## src/hdl/scfp_pkg.sv

```systemverilog
// Shared types and constants of the serial command frame parser.
package scfp_pkg;

    localparam logic [7:0] SYNC_0      = 8'hAA;
    localparam logic [7:0] SYNC_1      = 8'hAF;
    localparam logic [7:0] FUNC_LIMIT  = 8'hF1;
    localparam logic [7:0] MAX_LEN     = 8'd49;
    localparam logic [7:0] FUNC_GAINS  = 8'h10;
    localparam logic [7:0] FUNC_QUERY  = 8'h12;

    localparam int STORE_LEN  = 18;
    localparam int GAIN_CNT   = 9;
    localparam int ACK_LEN    = 8;
    localparam int ACK_IDX_W  = $clog2(ACK_LEN);
    localparam int STORE_IDX_W = $clog2(STORE_LEN);

    localparam logic [7:0] ACK_B0 = 8'hAA;
    localparam logic [7:0] ACK_B1 = 8'hAA;
    localparam logic [7:0] ACK_B2 = 8'hF0;
    localparam logic [7:0] ACK_B3 = 8'h03;
    localparam logic [7:0] ACK_B4 = 8'hBA;
    localparam logic [7:0] ACK_B5 = 8'h00;
    localparam logic [ACK_IDX_W-1:0] ACK_SUM_IDX  = ACK_IDX_W'(6);
    localparam logic [ACK_IDX_W-1:0] ACK_LAST_IDX = ACK_IDX_W'(ACK_LEN - 1);

    localparam logic [9:0] ACK_BASE_WIDE =
        10'(ACK_B0) + 10'(ACK_B1) + 10'(ACK_B2) + 10'(ACK_B3) + 10'(ACK_B4) + 10'(ACK_B5);
    localparam logic [7:0] ACK_BASE_SUM = ACK_BASE_WIDE[7:0];

    typedef struct packed {
        logic [7:0]                     frame_sum;
        logic [GAIN_CNT-1:0][15:0]      gains;
    } ack_cmd_t;

    typedef struct packed {
        logic     push;
        ack_cmd_t cmd;
    } push_req_t;

    typedef enum logic [5:0] {
        PH_HUNT    = 6'b000001,
        PH_GOT_AA  = 6'b000010,
        PH_GOT_AF  = 6'b000100,
        PH_GOT_FN  = 6'b001000,
        PH_PAYLOAD = 6'b010000,
        PH_CKSUM   = 6'b100000
    } phase_t;

endpackage

```

## src/hdl/scfp_front.sv

```systemverilog
// Frame parser front end: header hunt, payload capture, checksum and gain update.
module scfp_front
(
    input  logic                  clk,
    input  logic                  rst_n,
    input  logic                  rx_valid,
    output logic                  rx_ready,
    input  logic [7:0]            rx_byte,
    input  logic                  q_full,
    output scfp_pkg::push_req_t   push_req
);

    scfp_pkg::phase_t phase_reg, phase_next;
    logic [7:0] func_reg, func_next;
    logic [7:0] remain_reg, remain_next;
    logic [7:0] count_reg, count_next;
    logic [7:0] sum_reg, sum_next;
    logic [7:0] store_reg [scfp_pkg::STORE_LEN];
    logic [scfp_pkg::GAIN_CNT-1:0][15:0] gain_reg, gain_next;
    logic [7:0] view [scfp_pkg::STORE_LEN];
    logic [scfp_pkg::GAIN_CNT-1:0][15:0] new_gains;
    logic accept;
    logic wr_en;
    logic [scfp_pkg::STORE_IDX_W-1:0] wr_idx;

    assign rx_ready = !q_full;
    assign accept   = rx_valid && rx_ready;
    assign wr_idx   = count_reg[scfp_pkg::STORE_IDX_W-1:0];

    always_comb
    begin
        for (int i = 0; i < scfp_pkg::STORE_LEN; i++)
        begin
            view[i] = ((count_reg < 8'(scfp_pkg::STORE_LEN))
                       && (wr_idx == scfp_pkg::STORE_IDX_W'(i))) ? rx_byte : store_reg[i];
        end
        for (int g = 0; g < scfp_pkg::GAIN_CNT; g++)
        begin
            new_gains[g] = {view[2*g], view[2*g+1]};
        end
    end

    always_comb
    begin
        phase_next  = phase_reg;
        func_next   = func_reg;
        remain_next = remain_reg;
        count_next  = count_reg;
        sum_next    = sum_reg;
        gain_next   = gain_reg;
        wr_en       = 1'b0;
        push_req.push           = 1'b0;
        push_req.cmd.frame_sum  = sum_reg;
        push_req.cmd.gains      = gain_reg;
        if (accept)
        begin
            unique case (phase_reg)
                scfp_pkg::PH_HUNT:
                begin
                    if (rx_byte == scfp_pkg::SYNC_0)
                    begin
                        phase_next = scfp_pkg::PH_GOT_AA;
                        sum_next   = rx_byte;
                    end
                end
                scfp_pkg::PH_GOT_AA:
                begin
                    if (rx_byte == scfp_pkg::SYNC_1)
                    begin
                        phase_next = scfp_pkg::PH_GOT_AF;
                        sum_next   = sum_reg + rx_byte;
                    end
                    else
                    begin
                        phase_next = scfp_pkg::PH_HUNT;
                    end
                end
                scfp_pkg::PH_GOT_AF:
                begin
                    if (rx_byte != 8'd0 && rx_byte < scfp_pkg::FUNC_LIMIT)
                    begin
                        phase_next = scfp_pkg::PH_GOT_FN;
                        func_next  = rx_byte;
                        sum_next   = sum_reg + rx_byte;
                    end
                    else
                    begin
                        phase_next = scfp_pkg::PH_HUNT;
                    end
                end
                scfp_pkg::PH_GOT_FN:
                begin
                    if (rx_byte <= scfp_pkg::MAX_LEN)
                    begin
                        phase_next  = scfp_pkg::PH_PAYLOAD;
                        remain_next = rx_byte;
                        count_next  = 8'd0;
                        sum_next    = sum_reg + rx_byte;
                    end
                    else
                    begin
                        phase_next = scfp_pkg::PH_HUNT;
                    end
                end
                scfp_pkg::PH_PAYLOAD:
                begin
                    if (remain_reg != 8'd0)
                    begin
                        wr_en       = (count_reg < 8'(scfp_pkg::STORE_LEN));
                        count_next  = count_reg + 8'd1;
                        remain_next = remain_reg - 8'd1;
                        sum_next    = sum_reg + rx_byte;
                        if (remain_reg == 8'd1)
                        begin
                            phase_next = scfp_pkg::PH_CKSUM;
                        end
                    end
                    else
                    begin
                        phase_next = scfp_pkg::PH_HUNT;
                    end
                end
                scfp_pkg::PH_CKSUM:
                begin
                    phase_next = scfp_pkg::PH_HUNT;
                    wr_en      = (count_reg < 8'(scfp_pkg::STORE_LEN));
                    if (rx_byte == sum_reg)
                    begin
                        if (func_reg == scfp_pkg::FUNC_GAINS)
                        begin
                            gain_next          = new_gains;
                            push_req.cmd.gains = new_gains;
                        end
                        push_req.push = (func_reg == scfp_pkg::FUNC_GAINS)
                                     || (func_reg == scfp_pkg::FUNC_QUERY);
                    end
                end
                default:
                begin
                    phase_next = scfp_pkg::PH_HUNT;
                end
            endcase
        end
    end

    always_ff @(posedge clk or negedge rst_n)
    begin
        if (!rst_n)
        begin
            phase_reg  <= scfp_pkg::PH_HUNT;
            func_reg   <= 8'd0;
            remain_reg <= 8'd0;
            count_reg  <= 8'd0;
            sum_reg    <= 8'd0;
            gain_reg   <= '0;
            for (int i = 0; i < scfp_pkg::STORE_LEN; i++)
            begin
                store_reg[i] <= 8'd0;
            end
        end
        else
        begin
            phase_reg  <= phase_next;
            func_reg   <= func_next;
            remain_reg <= remain_next;
            count_reg  <= count_next;
            sum_reg    <= sum_next;
            gain_reg   <= gain_next;
            if (wr_en)
            begin
                store_reg[wr_idx] <= rx_byte;
            end
        end
    end

endmodule

```

## src/hdl/scfp_queue.sv

```systemverilog
// Two-entry queue of acknowledge commands between the parser and the sender.
module scfp_queue
(
    input  logic                  clk,
    input  logic                  rst_n,
    input  scfp_pkg::push_req_t   push_req,
    output logic                  full,
    input  logic                  pop,
    output logic                  q_valid,
    output scfp_pkg::ack_cmd_t    q_cmd
);

    scfp_pkg::ack_cmd_t mem [2];
    logic       wr_ptr_reg, wr_ptr_next;
    logic       rd_ptr_reg, rd_ptr_next;
    logic [1:0] count_reg, count_next;
    logic       do_pop;

    assign full    = (count_reg == 2'd2);
    assign q_valid = (count_reg != 2'd0);
    assign q_cmd   = mem[rd_ptr_reg];
    assign do_pop  = pop && q_valid;

    always_comb
    begin
        wr_ptr_next = wr_ptr_reg ^ push_req.push;
        rd_ptr_next = rd_ptr_reg ^ do_pop;
        count_next  = count_reg + 2'(push_req.push) - 2'(do_pop);
    end

    always_ff @(posedge clk)
    begin
        if (push_req.push)
        begin
            mem[wr_ptr_reg] <= push_req.cmd;
        end
    end

    always_ff @(posedge clk or negedge rst_n)
    begin
        if (!rst_n)
        begin
            wr_ptr_reg <= 1'b0;
            rd_ptr_reg <= 1'b0;
            count_reg  <= 2'd0;
        end
        else
        begin
            wr_ptr_reg <= wr_ptr_next;
            rd_ptr_reg <= rd_ptr_next;
            count_reg  <= count_next;
        end
    end

    assert property (@(posedge clk) disable iff (!rst_n) !(push_req.push && full))
        else $error("Acknowledge command pushed into a full queue.");

endmodule

```

## src/hdl/scfp_back.sv

```systemverilog
// Acknowledge sender: plays out one eight-word acknowledge frame per queued command.
module scfp_back
(
    input  logic                  clk,
    input  logic                  rst_n,
    input  logic                  q_valid,
    input  scfp_pkg::ack_cmd_t    q_cmd,
    output logic                  pop,
    output logic                  tx_valid,
    input  logic                  tx_ready,
    output logic [7:0]            tx_byte,
    output logic                  tx_last,
    output logic [scfp_pkg::GAIN_CNT-1:0][15:0] gains
);

    logic busy_reg, busy_next;
    logic [scfp_pkg::ACK_IDX_W-1:0] idx_reg, idx_next;
    scfp_pkg::ack_cmd_t cmd_reg;
    logic [7:0] ck_reg;
    logic done;

    assign tx_valid = busy_reg;
    assign tx_last  = busy_reg && (idx_reg == scfp_pkg::ACK_LAST_IDX);
    assign done     = tx_valid && tx_ready && tx_last;
    assign pop      = !busy_reg || done;
    assign gains    = cmd_reg.gains;

    always_comb
    begin
        unique case (idx_reg)
            3'd0:    tx_byte = scfp_pkg::ACK_B0;
            3'd1:    tx_byte = scfp_pkg::ACK_B1;
            3'd2:    tx_byte = scfp_pkg::ACK_B2;
            3'd3:    tx_byte = scfp_pkg::ACK_B3;
            3'd4:    tx_byte = scfp_pkg::ACK_B4;
            3'd5:    tx_byte = scfp_pkg::ACK_B5;
            scfp_pkg::ACK_SUM_IDX: tx_byte = cmd_reg.frame_sum;
            default: tx_byte = ck_reg;
        endcase
    end

    always_comb
    begin
        busy_next = busy_reg;
        idx_next  = idx_reg;
        if (pop)
        begin
            busy_next = q_valid;
            idx_next  = '0;
        end
        else if (tx_valid && tx_ready)
        begin
            idx_next = idx_reg + scfp_pkg::ACK_IDX_W'(1);
        end
    end

    always_ff @(posedge clk)
    begin
        if (pop && q_valid)
        begin
            cmd_reg <= q_cmd;
            ck_reg  <= q_cmd.frame_sum + scfp_pkg::ACK_BASE_SUM;
        end
    end

    always_ff @(posedge clk or negedge rst_n)
    begin
        if (!rst_n)
        begin
            busy_reg <= 1'b0;
            idx_reg  <= '0;
        end
        else
        begin
            busy_reg <= busy_next;
            idx_reg  <= idx_next;
        end
    end

    assert property (@(posedge clk) disable iff (!rst_n)
        (tx_valid && tx_ready && !tx_last)
        |=> (idx_reg == $past(idx_reg) + scfp_pkg::ACK_IDX_W'(1)) && tx_valid)
        else $error("Acknowledge word index did not advance after a transfer.");

    assert property (@(posedge clk) disable iff (!rst_n)
        (tx_valid && !tx_ready) |=> tx_valid && $stable(idx_reg))
        else $error("Acknowledge frame moved while the sink stalled.");

    assert property (@(posedge clk) disable iff (!rst_n)
        (done && !q_valid) |=> !tx_valid)
        else $error("Sender stayed busy with no queued command.");

    assert property (@(posedge clk) disable iff (!rst_n)
        (done && q_valid) |=> tx_valid && (idx_reg == '0))
        else $error("Next acknowledge frame did not start at its first word.");

endmodule

```

## src/hdl/serial_command_frame_parser_top.sv

```systemverilog
// Top level of the serial command frame parser.
//
//  channel | direction | handshake          | payload
//  rx      | in        | rx_valid/rx_ready  | rx_byte
//  tx      | out       | tx_valid/tx_ready  | tx_byte, tx_last, gain_a_p .. gain_c_d
//
// Each received word is taken on an rx_valid/rx_ready handshake; rx_ready drops only while the
// two-entry acknowledge queue is full. An acknowledge frame is eight words,
// one per cycle when the sink is ready, and the next frame follows at once.
// Reset returns the parser to header hunting and clears payload and gains in the parser.
// A stalled sink holds the current word and backs up into the queue, and then into rx_ready.
module serial_command_frame_parser_top
(
    input  logic               clk,
    input  logic               rst_n,
    input  logic               rx_valid,
    output logic               rx_ready,
    input  logic [7:0]         rx_byte,
    output logic               tx_valid,
    input  logic               tx_ready,
    output logic [7:0]         tx_byte,
    output logic               tx_last,
    output logic signed [15:0] gain_a_p,
    output logic signed [15:0] gain_a_i,
    output logic signed [15:0] gain_a_d,
    output logic signed [15:0] gain_b_p,
    output logic signed [15:0] gain_b_i,
    output logic signed [15:0] gain_b_d,
    output logic signed [15:0] gain_c_p,
    output logic signed [15:0] gain_c_i,
    output logic signed [15:0] gain_c_d
);

    scfp_pkg::push_req_t push_req;
    scfp_pkg::ack_cmd_t  q_cmd;
    logic                q_full;
    logic                q_valid;
    logic                pop;
    logic [scfp_pkg::GAIN_CNT-1:0][15:0] gains;

    scfp_front u_front
    (
        .clk      (clk),
        .rst_n    (rst_n),
        .rx_valid (rx_valid),
        .rx_ready (rx_ready),
        .rx_byte  (rx_byte),
        .q_full   (q_full),
        .push_req (push_req)
    );

    scfp_queue u_queue
    (
        .clk      (clk),
        .rst_n    (rst_n),
        .push_req (push_req),
        .full     (q_full),
        .pop      (pop),
        .q_valid  (q_valid),
        .q_cmd    (q_cmd)
    );

    scfp_back u_back
    (
        .clk      (clk),
        .rst_n    (rst_n),
        .q_valid  (q_valid),
        .q_cmd    (q_cmd),
        .pop      (pop),
        .tx_valid (tx_valid),
        .tx_ready (tx_ready),
        .tx_byte  (tx_byte),
        .tx_last  (tx_last),
        .gains    (gains)
    );

    assign gain_a_p = $signed(gains[0]);
    assign gain_a_i = $signed(gains[1]);
    assign gain_a_d = $signed(gains[2]);
    assign gain_b_p = $signed(gains[3]);
    assign gain_b_i = $signed(gains[4]);
    assign gain_b_d = $signed(gains[5]);
    assign gain_c_p = $signed(gains[6]);
    assign gain_c_i = $signed(gains[7]);
    assign gain_c_d = $signed(gains[8]);

endmodule

```

## config.mk

```make
export PLATFORM = sky130hd
export DESIGN_NAME = serial_command_frame_parser_top
export DESIGN_NICKNAME = d
export VERILOG_FILES = /design/src/hdl/scfp_pkg.sv /design/src/hdl/scfp_front.sv /design/src/hdl/scfp_queue.sv /design/src/hdl/scfp_back.sv /design/src/hdl/serial_command_frame_parser_top.sv
export SDC_FILE = /design/constraint.sdc
export NUM_CORES = 1
export LEC_CHECK = 0
export ABC_CLOCK_PERIOD_IN_PS = 5500
export BUFFER_PORTS_ARGS = -buffer_cell sky130_fd_sc_hd__buf_4
export CORE_MARGIN = 2
export CORE_UTILIZATION = 44
export DETAILED_ROUTE_END_ITERATION = 16
export GPL_ROUTABILITY_DRIVEN = 1
export PLACE_DENSITY = 0.75
export SYNTH_ARGS = -nofsm -noshare
export SYNTH_HDL_FRONTEND = slang
export SYNTH_HIERARCHICAL = 1
export SYNTH_SLANG_ARGS = --single-unit
```

## constraint.sdc

```tcl
create_clock -name clk -period 5.5 [get_ports clk]
set_clock_uncertainty 0.15 [all_clocks]
set_input_delay 0.55 -clock clk [delete_from_list [all_inputs] [get_ports clk]]
set_output_delay 0.55 -clock clk [all_outputs]
set_load 0.02 [all_outputs]
```

* Yosys cells after proc, flatten, opt, wreduce, memory -nomap -nowiden
Memory sizes are Yosys's and may differ from the RTL's. Cells that the tools add are included.
Operators by class: eq/ne operators 43, bitwise gates (word level) 3, muxes and demuxes 55, $lt $le $gt $ge 5, add/subtract/negate cells 7, reduce and logical (&&, ||, !) cells 42
Operators by type and width (number):
- two-way mux 144 bit | 4
- two-way mux 8 bit | 28
- bitwise mux 144 bit | 1
- one-hot mux 8 bit (6 select lines) | 1
- demux 8 bit (select 5 bit) | 1
- equality test 5 x 4 -> 1 bit (second input constant) | 8
- one-hot mux 8 bit (5 select lines) | 1
- one-hot mux 8 bit (2 select lines) | 2
- one-hot mux 6 bit (5 select lines) | 1
- logical AND 1 bit | 25
- equality test 5 x 3 -> 1 bit (second input constant) | 4
- two-way mux 6 bit | 3
- adder 8 x 1 -> 8 bit (second input constant) | 2
- equality test 8 x 5 -> 1 bit (second input constant) | 2
- equality test 8 bit (second input constant) | 2
- nonzero test 8 bit | 2
- equality test 3 bit (second input constant) | 4
- equality test 5 x 2 -> 1 bit (second input constant) | 2
- equality test 5 bit (second input constant) | 2
- inequality test 2 x 1 -> 1 bit (second input constant) | 5
- two-way mux 3 bit | 3
- adder 8 bit | 1
- equality test 8 x 1 -> 1 bit (second input constant) | 1
- equality test 8 bit | 1
- other kinds (36) | 49
Word-level totals: memories 1, bits of input ports 12, flip-flop bits (word level) 494, logic and storage cells 204, output and inout bits 155, bits in writable memories 304
Memories:
- u_queue.mem | words 2, bits a word 152, read ports 1, clocked after memory_dff 0, wr ports 1, line scfp_queue.sv:13 | scfp_pkg::ack_cmd_t mem [2];

* Longest topological paths before layout
depth after elaboration 7, mapped depth 10, gate-level depth less buffers 9

* By module
Netlist, hierarchy kept.
Modules (own cells, without submodules):
- scfp_front | cells an instance 1280, area an instance 14808.0 µm², instances 1, sequential area each 8159.1 µm²
- scfp_queue | cells an instance 491, area an instance 11456.0 µm², instances 1, sequential area each 9228.9 µm²
- scfp_back | cells an instance 372, area an instance 6471.2 µm², instances 1, sequential area each 4904.7 µm²

* Least setup slack after synthesis
No wires, ideal clock.
path type in2reg, start point in rx_byte[2], end point mem u_queue/mem[0][0] (netlist name) (enable), buffers on the path 0, data required time 4.819 ns, arrival time 5.115 ns, stages 5, path slack -0.295 ns, setup time 0.531 ns, cell sequence ha_1 nor4b_1 and3_1 nor2b_1 ha_1
RTL lines:
- from (decl) | line serial_command_frame_parser_top.sv:18 | input logic [7:0] rx_byte,
- to (decl) | line scfp_queue.sv:13

==> results.cfg <==
[status]
status = finished clean

[sta]
fin_crit_ps = 3590
maxSlewHeadroom = 0.322
hold_viol = 0
setup_viol = 0
slew_viol_final = 0
period_share = 0.653
tightest_slew_ps = 1020
clock.fmax_ghz = 0.278
rsz0062_at_grt = no

[layout]
layout.nets = 2190
area_delta_synth_final_pct = 11.1
fillers = 6078
n_antenna_cell = 0
regMostFlops = u_queue/mem
drive_above_1_share = 0.291
largest_reg_flops = 304
final_util = 0.491

[floorplanning]
io_pins = 167
core-area_mm2 = 0.0741
dieArea_mm2 = 0.0766
rows = 100
floorplan.initialDensity = 0.442
die_width_um = 277
fp.dieH_um = 277

[hold_path]
holdPathStages = 3
hold_path.class = in2reg
min_from = tx_ready

[global_route]
use_met2 = 0.285
grt_util_met3 = 0.0213
grt_usage = 0.167
met1_usage = 0.219
grt_start_max_net_pins = 140
grt-busiest-layer = met2
antenna_found_initial = 0
grt_pass1_vias = 17429
grt_pass1_wl_um = 100000
overflow = 0

[yosys]
ys_dominant_reg_cell = edfxtp_1
synth_edf_count = 464
yosys.area.top_type = edfxtp_1
synth_top_area_share = 0.426
ys_seq_area_frac = 0.681
ys_warn_count = 6
synth.avg_cell_area_um2 = 15.3
ys_types = 75
postSynthRegisterBits = 798
async_flop_share = 0.419
synth_area_leaders = edfxtp_1 (43%), dfrtp_1 (25%), mux2_2 (7.5%), mux2i_1 (4.0%), mux2_4 (3.6%)
syn-cell-area_mm2 = 0.0327
syn_nets = 2180
syn_inst = 2143

[place]
hpwl_um = 39000
gp_congestion = 0.799
io_buffers = 166

[detailed_routing]
routed-via-count = 16831
routed_wl_um = 64500
ant_nets = 0
post-route-drc-count = 0
wl_per_cell_um = 20.3
drt-initial-drc-count = 1461
first_pass_iters = 8
vias_per_cell = 5.29

[worst_setup_path]
endpoint_kind = flip-flop
regToRegStartpoint = u_front/sum_reg[2]
crit_type = reg2reg
setup.worst_path.start = u_front/sum_reg[2]
start_kind = flip-flop
critPathRequiredTime_ps = 5620
crit_path_max_fanout = 59
reg2reg_depth = 6
r2r_slack_ps = 1910
critical_path_arrival_ps = 3710
worstSetupEndpoint = u_queue/mem[0][130]
r2r_end = u_queue/mem[0][130]

[cts]
cts_made_buffers = 74
cts.clk_slew.worst_paths_ps = 60
insertion_delay_ps = 620
cts.path.max_buffers = 3
cts_repair_resize_count = 0
clock-sinks = 798
clock-root-buffer = clkbuf_16
cts_tree = yes
cts_max_level = 3

[power]
p_leak_nw = 15.9
vdd_drop_max_mv = 0.227
p_total_mw = 12.5
p_per_area_mw_per_mm2 = 343

[flow_run]
cap_violations = 0
## worst max-delay path: stages, from the launching register on
cell and delay, ps:
dfrtp_1 440, ha_1 360, nor4b_1 370, and3_1 220, nor2b_1 450, ha_4 780, buf_12 370
## power by group
part	switching (mW)	internal [mW]
logic	0.485	0.347
clock network	2.16	2.95
registers	0.121	6.43
## cells in the mapped netlist (all sizes together), types with 20 or more instances
master  instances
buf           190
o21ai          25
ha             24
clkbuf         61
mux2          308
edfxtp        464
mux2i         131
nand3          51
nand2          25
nor2          193
inv            20
dfrtp         333
a21oi         176
## worst min-delay path by stage
stage,endpoint
finish,u_back/idx_reg[0]
global route,u_back/idx_reg[1]
CTS,u_back/idx_reg[0]
detailed placement,u_front/store_reg[99]
global placement,u_front/store_reg[99]
floorplan,u_back/idx_reg[0]
## per-stage QoR
step	TNS, ps	area, µm²	cells	setup WS [ps]	hold slack, ps
floorplan	-89730	32700	2143	-295	104
global placement	0	33900	3045	1340	323
detailed placement	0	33900	3045	1300	331
CTS	0	36400	3184	1880	66.5
global route	0	36400	3184	1720	114
finish	0	36400	3184	1910	100
## metal layers
metal  part of all wire  vias to the layer above
met5                  0                        -
met4              0.026                        0
met3              0.041                      101
met2               0.50                      427
met1               0.43                     8631
li1                   -                     7672
## cells by family (layout without fill, tap and decap cells)
| family | count (synthesis) | in the layout | share of synthesized area |
|---|---|---|---|
| XOR/XNOR | 13 | 13 | 0.00348 |
| multiplexers | 439 | 439 | 0.155 |
| AO/OA/AOI/OAI | 250 | 250 | 0.0442 |
| adder cells (fa/ha/maj) | 25 | 25 | 0.00978 |
| buffers and inverters | 272 | 344 | 0.0520 |
| AND/OR/NAND/NOR | 346 | 346 | 0.0544 |
| flip-flops | 798 | 798 | 0.681 |
## repair_timing
item / 4_1_cts / 5_1_grt
buffers inserted: 0 / 0
hold endpoints to repair: 69 / 0
hold buffers: 1 / 0
## layout by cell type (no fill, tap or decap), types with 22 or more instances in the layout
| cell type | synthesis | routed |
|---|---|---|
| a21oi_1 | 175 | 175 |
| buf_4 | 145 | 173 |
| clkbuf_16 | 0 | 75 |
| dfrtp_1 | 333 | 332 |
| edfxtp_1 | 464 | 464 |
| ha_1 | 24 | 22 |
| mux2_2 | 217 | 217 |
| mux2_4 | 79 | 79 |
| mux2i_1 | 131 | 131 |
| nand2_1 | 24 | 24 |
| nand3_1 | 30 | 30 |
| nor2_1 | 192 | 192 |
| o21ai_0 | 25 | 25 |
## area by class of cell
cell class / count / area (µm²) / area share
repair buffers: 185 / 1520 / 0.0419
clock inverters: 34 / 372 / 0.0102
inverters: 21 / 78.8 / 0.00217
well taps: 969 / 1210 / 0.0333
multi-input cells: 1073 / 8800 / 0.242
flip-flops and latches: 798 / 22300 / 0.613
clock buffers: 104 / 2080 / 0.0571
No activity file was read; power rests on OpenSTA's default activity.
